File: src/rtl/core/sha1_pkg.sv
// Shared types and constants for the SHA-1 byte stream hasher.
// Used by the controller, the datapath, the top level and the checker.
// No dependencies.
package sha1_pkg;

   localparam int unsigned ROUND_COUNT = 80;
   localparam int unsigned DIGEST_WORDS = 5;

   localparam logic [4:0][31:0] H_INIT = {
      32'hc3d2e1f0, 32'h10325476, 32'h98badcfe, 32'hefcdab89, 32'h67452301
   };

   localparam logic [7:0] PAD_MARK_BYTE = 8'h80;
   localparam logic [5:0] LEN_FIELD_POS = 6'd56;
   localparam logic [5:0] BLOCK_LAST_POS = 6'd63;
   localparam logic [6:0] ROUND_LAST = 7'(ROUND_COUNT - 1);
   localparam logic [2:0] WORD_INDEX_LAST = 3'(DIGEST_WORDS - 1);

   typedef struct packed {
      logic [7:0] data_byte;
      logic       has_byte;
      logic       last;
   } req_type;

   typedef struct packed {
      logic [31:0] digest_word;
      logic [2:0]  word_index;
      logic        last_word;
   } rsp_type;

   typedef enum logic [4:0] {
      ST_IDLE  = 5'b00001,
      ST_PAD   = 5'b00010,
      ST_ROUND = 5'b00100,
      ST_ADD   = 5'b01000,
      ST_DONE  = 5'b10000
   } state_type;

   typedef enum logic [1:0] {
      BLK_HOLD  = 2'd0,
      BLK_MSG   = 2'd1,
      BLK_PAD   = 2'd2,
      BLK_ROUND = 2'd3
   } blk_op_type;

   typedef enum logic [1:0] {
      PAD_MARK = 2'd0,
      PAD_ZERO = 2'd1,
      PAD_LEN  = 2'd2
   } pad_kind_type;

   typedef struct packed {
      blk_op_type   blk_op;
      pad_kind_type pad_kind;
      logic         load_work;
      logic         round;
      logic         add_chain;
      logic         emit;
   } cmd_type;

   typedef struct packed {
      logic [5:0] fill;
      logic       rnd_last;
      logic       out_busy;
   } sts_type;

   function automatic logic [31:0] round_const(input logic [1:0] grp);
      logic [31:0] k;
      unique case (grp)
         2'd0: k = 32'h5a827999;
         2'd1: k = 32'h6ed9eba1;
         2'd2: k = 32'h8f1bbcdc;
         default: k = 32'hca62c1d6;
      endcase
      return k;
   endfunction

endpackage

File: src/rtl/core/sha1_dpath.sv
// Datapath of the SHA-1 hasher: block shift register, message schedule,
// round logic, chaining words, byte and bit counters and the digest output register.
// Depends on sha1_pkg.
module sha1_dpath (
   input  logic              clock,
   input  logic              reset,
   input  sha1_pkg::req_type req_data,
   input  sha1_pkg::cmd_type cmd,
   output sha1_pkg::sts_type sts,
   output logic              rsp_valid,
   input  logic              rsp_ready,
   output sha1_pkg::rsp_type rsp_data
);

   function automatic logic [31:0] rotl(input logic [31:0] x, input int unsigned n);
      return (x << n) | (x >> (32 - n));
   endfunction

   logic [511:0]      blk_ff, blk_in;
   logic [5:0]        fill_ff, fill_in;
   logic [60:0]       cnt_ff, cnt_in;
   logic [6:0]        rnd_ff, rnd_in;
   logic [4:0][31:0]  h_ff, h_in;
   logic [4:0][31:0]  v_ff, v_in;
   logic [4:0][31:0]  dig_ff, dig_in;
   logic [2:0]        idx_ff, idx_in;
   logic              oval_ff, oval_in;

   logic [63:0] bit_len;
   logic [7:0]  len_byte, pad_byte;
   logic [31:0] w0, w2, w8, w13, w_next;
   logic [1:0]  grp;
   logic [31:0] f, tmp;
   logic        rsp_take;

   assign w0  = blk_ff[511:480];
   assign w2  = blk_ff[447:416];
   assign w8  = blk_ff[255:224];
   assign w13 = blk_ff[95:64];
   // The window holds W[t]..W[t+15]; this is W[t+16].
   assign w_next = rotl(w13 ^ w8 ^ w2 ^ w0, 1);

   assign bit_len = {cnt_ff, 3'b000};

   always_comb begin
      unique case (fill_ff[2:0])
         3'd0: len_byte = bit_len[63:56];
         3'd1: len_byte = bit_len[55:48];
         3'd2: len_byte = bit_len[47:40];
         3'd3: len_byte = bit_len[39:32];
         3'd4: len_byte = bit_len[31:24];
         3'd5: len_byte = bit_len[23:16];
         3'd6: len_byte = bit_len[15:8];
         default: len_byte = bit_len[7:0];
      endcase
   end

   always_comb begin
      unique case (cmd.pad_kind)
         sha1_pkg::PAD_MARK: pad_byte = sha1_pkg::PAD_MARK_BYTE;
         sha1_pkg::PAD_LEN:  pad_byte = len_byte;
         default:            pad_byte = 8'h00;
      endcase
   end

   always_comb begin
      priority if (rnd_ff < 7'd20) grp = 2'd0;
      else if (rnd_ff < 7'd40)     grp = 2'd1;
      else if (rnd_ff < 7'd60)     grp = 2'd2;
      else                         grp = 2'd3;
   end

   always_comb begin
      unique case (grp)
         2'd0: f = (v_ff[1] & v_ff[2]) | (~v_ff[1] & v_ff[3]);
         2'd2: f = (v_ff[1] & v_ff[2]) | (v_ff[1] & v_ff[3]) | (v_ff[2] & v_ff[3]);
         default: f = v_ff[1] ^ v_ff[2] ^ v_ff[3];
      endcase
   end

   assign tmp = rotl(v_ff[0], 5) + f + v_ff[4] + sha1_pkg::round_const(grp) + w0;

   assign rsp_take = oval_ff && rsp_ready;

   always_comb begin
      blk_in  = blk_ff;
      fill_in = fill_ff;
      cnt_in  = cnt_ff;
      rnd_in  = rnd_ff;
      h_in    = h_ff;
      v_in    = v_ff;
      dig_in  = dig_ff;
      idx_in  = idx_ff;
      oval_in = oval_ff;

      unique case (cmd.blk_op)
         sha1_pkg::BLK_MSG: begin
            blk_in  = {blk_ff[503:0], req_data.data_byte};
            fill_in = fill_ff + 6'd1;
            cnt_in  = cnt_ff + 61'd1;
         end
         sha1_pkg::BLK_PAD: begin
            blk_in  = {blk_ff[503:0], pad_byte};
            fill_in = fill_ff + 6'd1;
         end
         sha1_pkg::BLK_ROUND: blk_in = {blk_ff[479:0], w_next};
         default: ;
      endcase

      if (cmd.load_work) begin
         v_in   = h_ff;
         rnd_in = 7'd0;
      end else if (cmd.round) begin
         v_in[4] = v_ff[3];
         v_in[3] = v_ff[2];
         v_in[2] = rotl(v_ff[1], 30);
         v_in[1] = v_ff[0];
         v_in[0] = tmp;
         rnd_in  = rnd_ff + 7'd1;
      end

      if (cmd.add_chain) begin
         for (int i = 0; i < 5; i++) begin
            h_in[i] = h_ff[i] + v_ff[i];
         end
      end

      if (rsp_take) begin
         for (int i = 0; i < 4; i++) begin
            dig_in[i] = dig_ff[i + 1];
         end
         idx_in = idx_ff + 3'd1;
         if (idx_ff == sha1_pkg::WORD_INDEX_LAST) begin
            oval_in = 1'b0;
         end
      end

      // The controller only emits while the output register is empty.
      if (cmd.emit) begin
         dig_in  = h_ff;
         idx_in  = 3'd0;
         oval_in = 1'b1;
         h_in    = sha1_pkg::H_INIT;
         cnt_in  = 61'd0;
      end
   end

   always_ff @(posedge clock) begin
      if (reset) begin
         fill_ff <= 6'd0;
         cnt_ff  <= 61'd0;
         h_ff    <= sha1_pkg::H_INIT;
         oval_ff <= 1'b0;
         idx_ff  <= 3'd0;
      end else begin
         fill_ff <= fill_in;
         cnt_ff  <= cnt_in;
         h_ff    <= h_in;
         oval_ff <= oval_in;
         idx_ff  <= idx_in;
      end
   end

   always_ff @(posedge clock) begin
      blk_ff <= blk_in;
      rnd_ff <= rnd_in;
      v_ff   <= v_in;
      dig_ff <= dig_in;
   end

   assign sts.fill     = fill_ff;
   assign sts.rnd_last = (rnd_ff == sha1_pkg::ROUND_LAST);
   assign sts.out_busy = oval_ff;

   assign rsp_valid            = oval_ff;
   assign rsp_data.digest_word = dig_ff[0];
   assign rsp_data.word_index  = idx_ff;
   assign rsp_data.last_word   = (idx_ff == sha1_pkg::WORD_INDEX_LAST);

endmodule

File: src/rtl/core/sha1_ctrl.sv
// Controller of the SHA-1 hasher: sequences byte intake, padding,
// the 80 compression rounds, the chaining add and digest hand-off.
// Depends on sha1_pkg.
module sha1_ctrl (
   input  logic              clock,
   input  logic              reset,
   input  logic              req_valid,
   output logic              req_ready,
   input  sha1_pkg::req_type req_data,
   input  sha1_pkg::sts_type sts,
   output sha1_pkg::cmd_type cmd
);

   sha1_pkg::state_type state_ff, state_in;
   logic fin_ff, fin_in;
   logic first_ff, first_in;
   logic len_ok_ff, len_ok_in;
   logic last_blk_ff, last_blk_in;
   logic block_full;

   assign block_full = (sts.fill == sha1_pkg::BLOCK_LAST_POS);
   assign req_ready  = (state_ff == sha1_pkg::ST_IDLE);

   always_comb begin
      state_in    = state_ff;
      fin_in      = fin_ff;
      first_in    = first_ff;
      len_ok_in   = len_ok_ff;
      last_blk_in = last_blk_ff;

      cmd.blk_op    = sha1_pkg::BLK_HOLD;
      cmd.pad_kind  = sha1_pkg::PAD_ZERO;
      cmd.load_work = 1'b0;
      cmd.round     = 1'b0;
      cmd.add_chain = 1'b0;
      cmd.emit      = 1'b0;

      unique case (state_ff)
         sha1_pkg::ST_IDLE: begin
            if (req_valid) begin
               if (req_data.last) begin
                  fin_in    = 1'b1;
                  first_in  = 1'b1;
                  len_ok_in = 1'b0;
               end
               if (req_data.has_byte) begin
                  cmd.blk_op = sha1_pkg::BLK_MSG;
               end
               if (req_data.has_byte && block_full) begin
                  cmd.load_work = 1'b1;
                  last_blk_in   = 1'b0;
                  state_in      = sha1_pkg::ST_ROUND;
               end else if (req_data.last) begin
                  state_in = sha1_pkg::ST_PAD;
               end
            end
         end
         sha1_pkg::ST_PAD: begin
            cmd.blk_op = sha1_pkg::BLK_PAD;
            priority if (first_ff) begin
               cmd.pad_kind = sha1_pkg::PAD_MARK;
               first_in     = 1'b0;
               // The length fits behind the marker only if the marker lands before it.
               len_ok_in    = (sts.fill < sha1_pkg::LEN_FIELD_POS);
            end else if (len_ok_ff && sts.fill >= sha1_pkg::LEN_FIELD_POS) begin
               cmd.pad_kind = sha1_pkg::PAD_LEN;
            end else begin
               cmd.pad_kind = sha1_pkg::PAD_ZERO;
            end
            if (block_full) begin
               cmd.load_work = 1'b1;
               last_blk_in   = (cmd.pad_kind == sha1_pkg::PAD_LEN);
               state_in      = sha1_pkg::ST_ROUND;
            end
         end
         sha1_pkg::ST_ROUND: begin
            cmd.blk_op = sha1_pkg::BLK_ROUND;
            cmd.round  = 1'b1;
            if (sts.rnd_last) begin
               state_in = sha1_pkg::ST_ADD;
            end
         end
         sha1_pkg::ST_ADD: begin
            cmd.add_chain = 1'b1;
            priority if (last_blk_ff) begin
               state_in = sha1_pkg::ST_DONE;
            end else if (fin_ff) begin
               // A further block of padding follows; it carries the length, and
               // also the marker first if that has not been written yet.
               len_ok_in = !first_ff;
               state_in  = sha1_pkg::ST_PAD;
            end else begin
               state_in = sha1_pkg::ST_IDLE;
            end
         end
         sha1_pkg::ST_DONE: begin
            if (!sts.out_busy) begin
               cmd.emit    = 1'b1;
               fin_in      = 1'b0;
               last_blk_in = 1'b0;
               state_in    = sha1_pkg::ST_IDLE;
            end
         end
         default: state_in = sha1_pkg::ST_IDLE;
      endcase
   end

   always_ff @(posedge clock) begin
      if (reset) begin
         state_ff    <= sha1_pkg::ST_IDLE;
         fin_ff      <= 1'b0;
         first_ff    <= 1'b0;
         len_ok_ff   <= 1'b0;
         last_blk_ff <= 1'b0;
      end else begin
         state_ff    <= state_in;
         fin_ff      <= fin_in;
         first_ff    <= first_in;
         len_ok_ff   <= len_ok_in;
         last_blk_ff <= last_blk_in;
      end
   end

endmodule

File: src/rtl/core/sha1_byte_stream_hasher_unit.sv
// Top level of the SHA-1 byte stream hasher: controller plus datapath.
// Depends on sha1_pkg, sha1_ctrl and sha1_dpath.
//
//   channel   direction  handshake              payload
//   req       in         req_valid/req_ready    sha1_pkg::req_type (byte, has_byte, last)
//   rsp       out        rsp_valid/rsp_ready    sha1_pkg::rsp_type (digest word, index, last)
//
// Bytes are taken while the unit is idle; every 64th byte starts a compression (80 rounds of the
// single shared round unit plus the chaining add), during which the input is not ready.
// A last item adds padding bytes up to the block end, one or two compressions and the
// hand-off into the output register; the five digest words then leave from it, one a
// cycle unless rsp_ready stalls them, while the next message is already taken in.
// Reset is synchronous; it restores the initial hash values and clears the fill and length counts and the output valid.
// A stalled result delays the hand-off of the following digest, and the input
// waits until that hand-off has happened.
module sha1_byte_stream_hasher_unit (
   input  logic              clock,
   input  logic              reset,
   input  logic              req_valid,
   output logic              req_ready,
   input  sha1_pkg::req_type req_data,
   output logic              rsp_valid,
   input  logic              rsp_ready,
   output sha1_pkg::rsp_type rsp_data
);

   sha1_pkg::cmd_type cmd;
   sha1_pkg::sts_type sts;

   sha1_ctrl u_ctrl (
      .clock     (clock),
      .reset     (reset),
      .req_valid (req_valid),
      .req_ready (req_ready),
      .req_data  (req_data),
      .sts       (sts),
      .cmd       (cmd)
   );

   sha1_dpath u_dpath (
      .clock     (clock),
      .reset     (reset),
      .req_data  (req_data),
      .cmd       (cmd),
      .sts       (sts),
      .rsp_valid (rsp_valid),
      .rsp_ready (rsp_ready),
      .rsp_data  (rsp_data)
   );

endmodule

File: config.mk
export PLATFORM = sky130hd
export DESIGN_NAME = sha1_byte_stream_hasher_unit
export DESIGN_NICKNAME = d
export VERILOG_FILES = /design/src/rtl/core/sha1_pkg.sv /design/src/rtl/core/sha1_dpath.sv /design/src/rtl/core/sha1_ctrl.sv /design/src/rtl/core/sha1_byte_stream_hasher_unit.sv
export SDC_FILE = /design/constraint.sdc
export NUM_CORES = 2
export LEC_CHECK = 0
export ABC_AREA = 1
export CORE_MARGIN = 4
export CORE_UTILIZATION = 24
export CTS_BUF_LIST = sky130_fd_sc_hd__clkbuf_4 sky130_fd_sc_hd__clkbuf_8
export DETAILED_ROUTE_END_ITERATION = 10
export DONT_BUFFER_PORTS = 1
export PLACE_DENSITY_LB_ADDON = 0.12
export SYNTH_ARGS = -nofsm -noshare
export SYNTH_HDL_FRONTEND = slang
export SYNTH_HIERARCHICAL = 1
export SYNTH_SLANG_ARGS = --single-unit
File: constraint.sdc
create_clock -name clock -period 13.5 [get_ports clock]
set_input_delay 2.7 -clock clock [delete_from_list [all_inputs] [get_ports clock]]
set_output_delay 2.7 -clock clock [all_outputs]
set_load 0.02 [all_outputs]
==> flow_summary.json <==
{
  "status": "complete, no violations",
  "hold_class": "reg -> reg",
  "path_clk_slew_ps": 60,
  "fmax_mhz": 156,
  "fin_area_um2": 70900,
  "syn_nets": 7851,
  "synth-warning-count": 6,
  "fin_worst_skew_ps": 132,
  "clock_sinks": 1079,
  "globalplace.congestion": 0.908,
  "io_buffers": 0,
  "ir_worst_vdd_mv": 0.0972,
  "vias": 51100,
  "route.detailed.drc": 0,
  "ant_nets": 0,
  "syn_inst": 7501,
  "cts_resized": 0,
  "cp.required_ps": 14110,
  "register_area_um2": 29900,
  "cp_max_fo": 33,
  "fin_cells": 11200,
  "synthArstFlopShare": 0,
  "tightest_slew_ps": 1160,
  "endpoint_kind": "flip-flop",
  "insertion_delay_ps": 990,
  "coreArea_um2": 260000,
  "first_global_vias": 50800,
  "cts_htree_levels": 4,
  "ys_seq_area_frac": 0.476,
  "critPathLaunchType": "flip-flop",
  "synth-edff-count": 832,
  "synth-main-ff-cell": "edfxtp_1",
  "slew_viol_final": 0,
  "wirelength_um": 236000,
  "cap_violations": 0,
  "layout_commonest_cell": "nand2_1",
  "num-fill-cells": 28400,
  "placed_cell_area_um2": 66400,
  "dp.cells": 10800,
  "grt_max_degree": 209,
  "critical-path-top-delay-family": "adder cells",
  "ctsHoldBuffers": 0,
  "p_leak_nw": 29.7,
  "drt_first_iter_violations": 3784,
  "finalCriticalPeriod_ps": 6390,
  "wl_per_cell_um": 21.1,
  "gr-total-overflow": 0,
  "cts_buffers": 220,
  "layout-drive-gt1-share": 0.0643,
  "yosysUniqueCellTypes": 50,
  "multi_input_area_um2": 26400,
  "firstDrtPassIters": 6,
  "fin_nets": 7833,
  "crit_buf_inv": 6,
  "grt_usage": 0.169,
  "rsz0062_at_grt": "no",
  "clock-root-buffer": "clkbuf_8",
  "die_h_um": 520,
  "via_per_inst": 4.57,
  "setup_tns_ps": 0,
  "critPathArrivalTime_ps": 7000,
  "worstSetupPathType": "reg -> reg",
  "hold_viol_final": 0,
  "final_cell_mix": "nand2_1 (1684), inv_1 (1414), edfxtp_1 (832), o22ai_1 (516), nor2_1 (454)",
  "syn_area_per_cell_um2": 8.38,
  "cts_tree": "built",
  "max_stage_delay_ps": 590,
  "syn_area_um2": 62800,
  "synthToLayoutAreaGrowth_pct": 12.8,
  "dp_hpwl_um": 177000,
  "period_share": 0.474,
  "pwr_density_cell_nw_per_um2": 200,
  "relSlewSlack": 0.224,
  "ys_seq_elements": 1079,
  "finalSetupViolations": 0,
  "crit_slowest_cell": "fa_1",
  "rows": 187,
  "dieArea_um2": 270000,
  "die_width_um": 520,
  "start_util": 0.242,
  "clk_path_buf_depth": 4,
  "cts_setup_buffers": 0,
  "ios": 52,
  "antenna_found_initial": 9,
  "grt_pass1_wl_um": 342000
}
[cell type report]
| cell class | count | area share |
|---|---|---|
| repair buffers | 43 | 0.00508 |
| inverters | 1428 | 0.0760 |
| well taps | 3496 | 0.0617 |
| clock buffers | 318 | 0.0548 |
| flip-flops and latches | 1079 | 0.422 |
| multi-input cells | 4711 | 0.372 |
| clock inverters | 85 | 0.00859 |
| diodes | 5 | 0.000176 |
[tightest hold or removal path, cell delays in order (launching register included)]
cell      delay [ps]
dfxtp_1          320
nand2_1           70
a221oi_1          60
[cell families after synthesis]
| kind of cell | after synthesis | synth area share |
|---|---|---|
| flip-flops | 1079 | 0.476 |
| adder cells (fa/ha/maj) | 336 | 0.0818 |
| XOR/XNOR | 155 | 0.0216 |
| AO/OA/AOI/OAI | 1491 | 0.134 |
| buffers and inverters | 1711 | 0.105 |
| AND/OR/NAND/NOR | 2729 | 0.181 |
[metrics by stage]
| stage | total power, mW | setup slack (ps) | util | hold slack (ps) |
|---|---|---|---|---|
| 5_1_grt | 15.3 | 6690 | 0.273 | 509 |
| 2_1_floorplan | 8.97 | 2300 | - | 452 |
| 3_5_place_dp | 10.7 | 6880 | 0.255 | 481 |
| 6_report | 14.2 | 7110 | 0.273 | 484 |
| 3_3_place_gp | 10.7 | 6930 | 0.255 | 469 |
| 4_1_cts | 14.4 | 7130 | 0.273 | 476 |
[synthesized netlist by cell type, types with 3 or more instances]
library cell | instances | area, um^2
nand2_1 | 1687 | 6330
inv_1 | 1416 | 5320
edfxtp_1 | 832 | 25000
o22ai_1 | 516 | 3230
nor2_1 | 457 | 1720
o21ai_0 | 452 | 2260
a21oi_1 | 404 | 2020
nand3_1 | 318 | 1590
dfxtp_1 | 247 | 4940
ha_1 | 211 | 2640
clkbuf_1 | 176 | 661
fa_1 | 125 | 2500
xor2_1 | 103 | 902
nand4_1 | 74 | 463
nor3_1 | 69 | 345
buf_2 | 60 | 300
xnor2_1 | 52 | 455
o211ai_1 | 43 | 323
buf_4 | 33 | 248
o21bai_1 | 26 | 195
or2_2 | 26 | 163
nand3b_1 | 23 | 173
nor4_1 | 18 | 113
buf_1 | 14 | 52.6
nor2_2 | 11 | 68.8
nor2_4 | 10 | 113
inv_2 | 9 | 33.8
nand2_2 | 9 | 56.3
o21a_1 | 9 | 67.6
a21boi_0 | 8 | 60.1
a21o_1 | 8 | 60.1
nand3_2 | 7 | 70.1
nor3_2 | 7 | 70.1
a211oi_1 | 6 | 45.0
nor3b_1 | 4 | 30.0
o2111ai_1 | 4 | 35.0
o31ai_1 | 4 | 30.0
a31oi_1 | 3 | 18.8
clkinv_1 | 3 | 11.3
o21ai_1 | 3 | 15.0
[power breakdown]
part / internal [mW] / switching (mW)
combinational: 1.70 / 3.74
sequential: 4.79 / 0.403
clock: 1.99 / 1.57
total: 8.48 / 5.71
[path summary, 6_finish.rpt]
| kind | from | endpoint | slack (ps) | cells after the start |
|---|---|---|---|---|
| worst max-delay path | u_dpath/rnd_ff[4] | u_dpath/v_ff[14] | 7110 | 25 |
| worst min-delay path | u_dpath/cnt_ff[10] | u_dpath/cnt_ff[11] | 480 | 2 |
| worst max register to register | u_dpath/rnd_ff[4] | u_dpath/v_ff[14] | 7110 | 25 |
| worst min register to register | u_dpath/cnt_ff[10] | u_dpath/cnt_ff[11] | 480 | 2 |
[flip-flops by register name (all words and copies together), names as in the netlist, 3 cells and up]
signal and cells:
u_dpath/dig_ff 128, u_dpath/fill_ff 6, u_dpath/idx_ff 3, u_dpath/h_ff 160, u_dpath/rnd_ff 7, u_dpath/v_ff 160
u_ctrl/state_ff 5, u_dpath/blk_ff 512, u_dpath/cnt_ff 61, u_dpath/rsp_data 32
[layer usage]
metal	vias up	share of wire	track usage
met5	-	0.000055	0
met2	1103	0.45	0.269
li1	24900	-	-
met4	2	0.026	0.0450
met3	329	0.039	0.0208
met1	24800	0.49	0.240
Note: power is estimated with default switching activity, not from simulation.
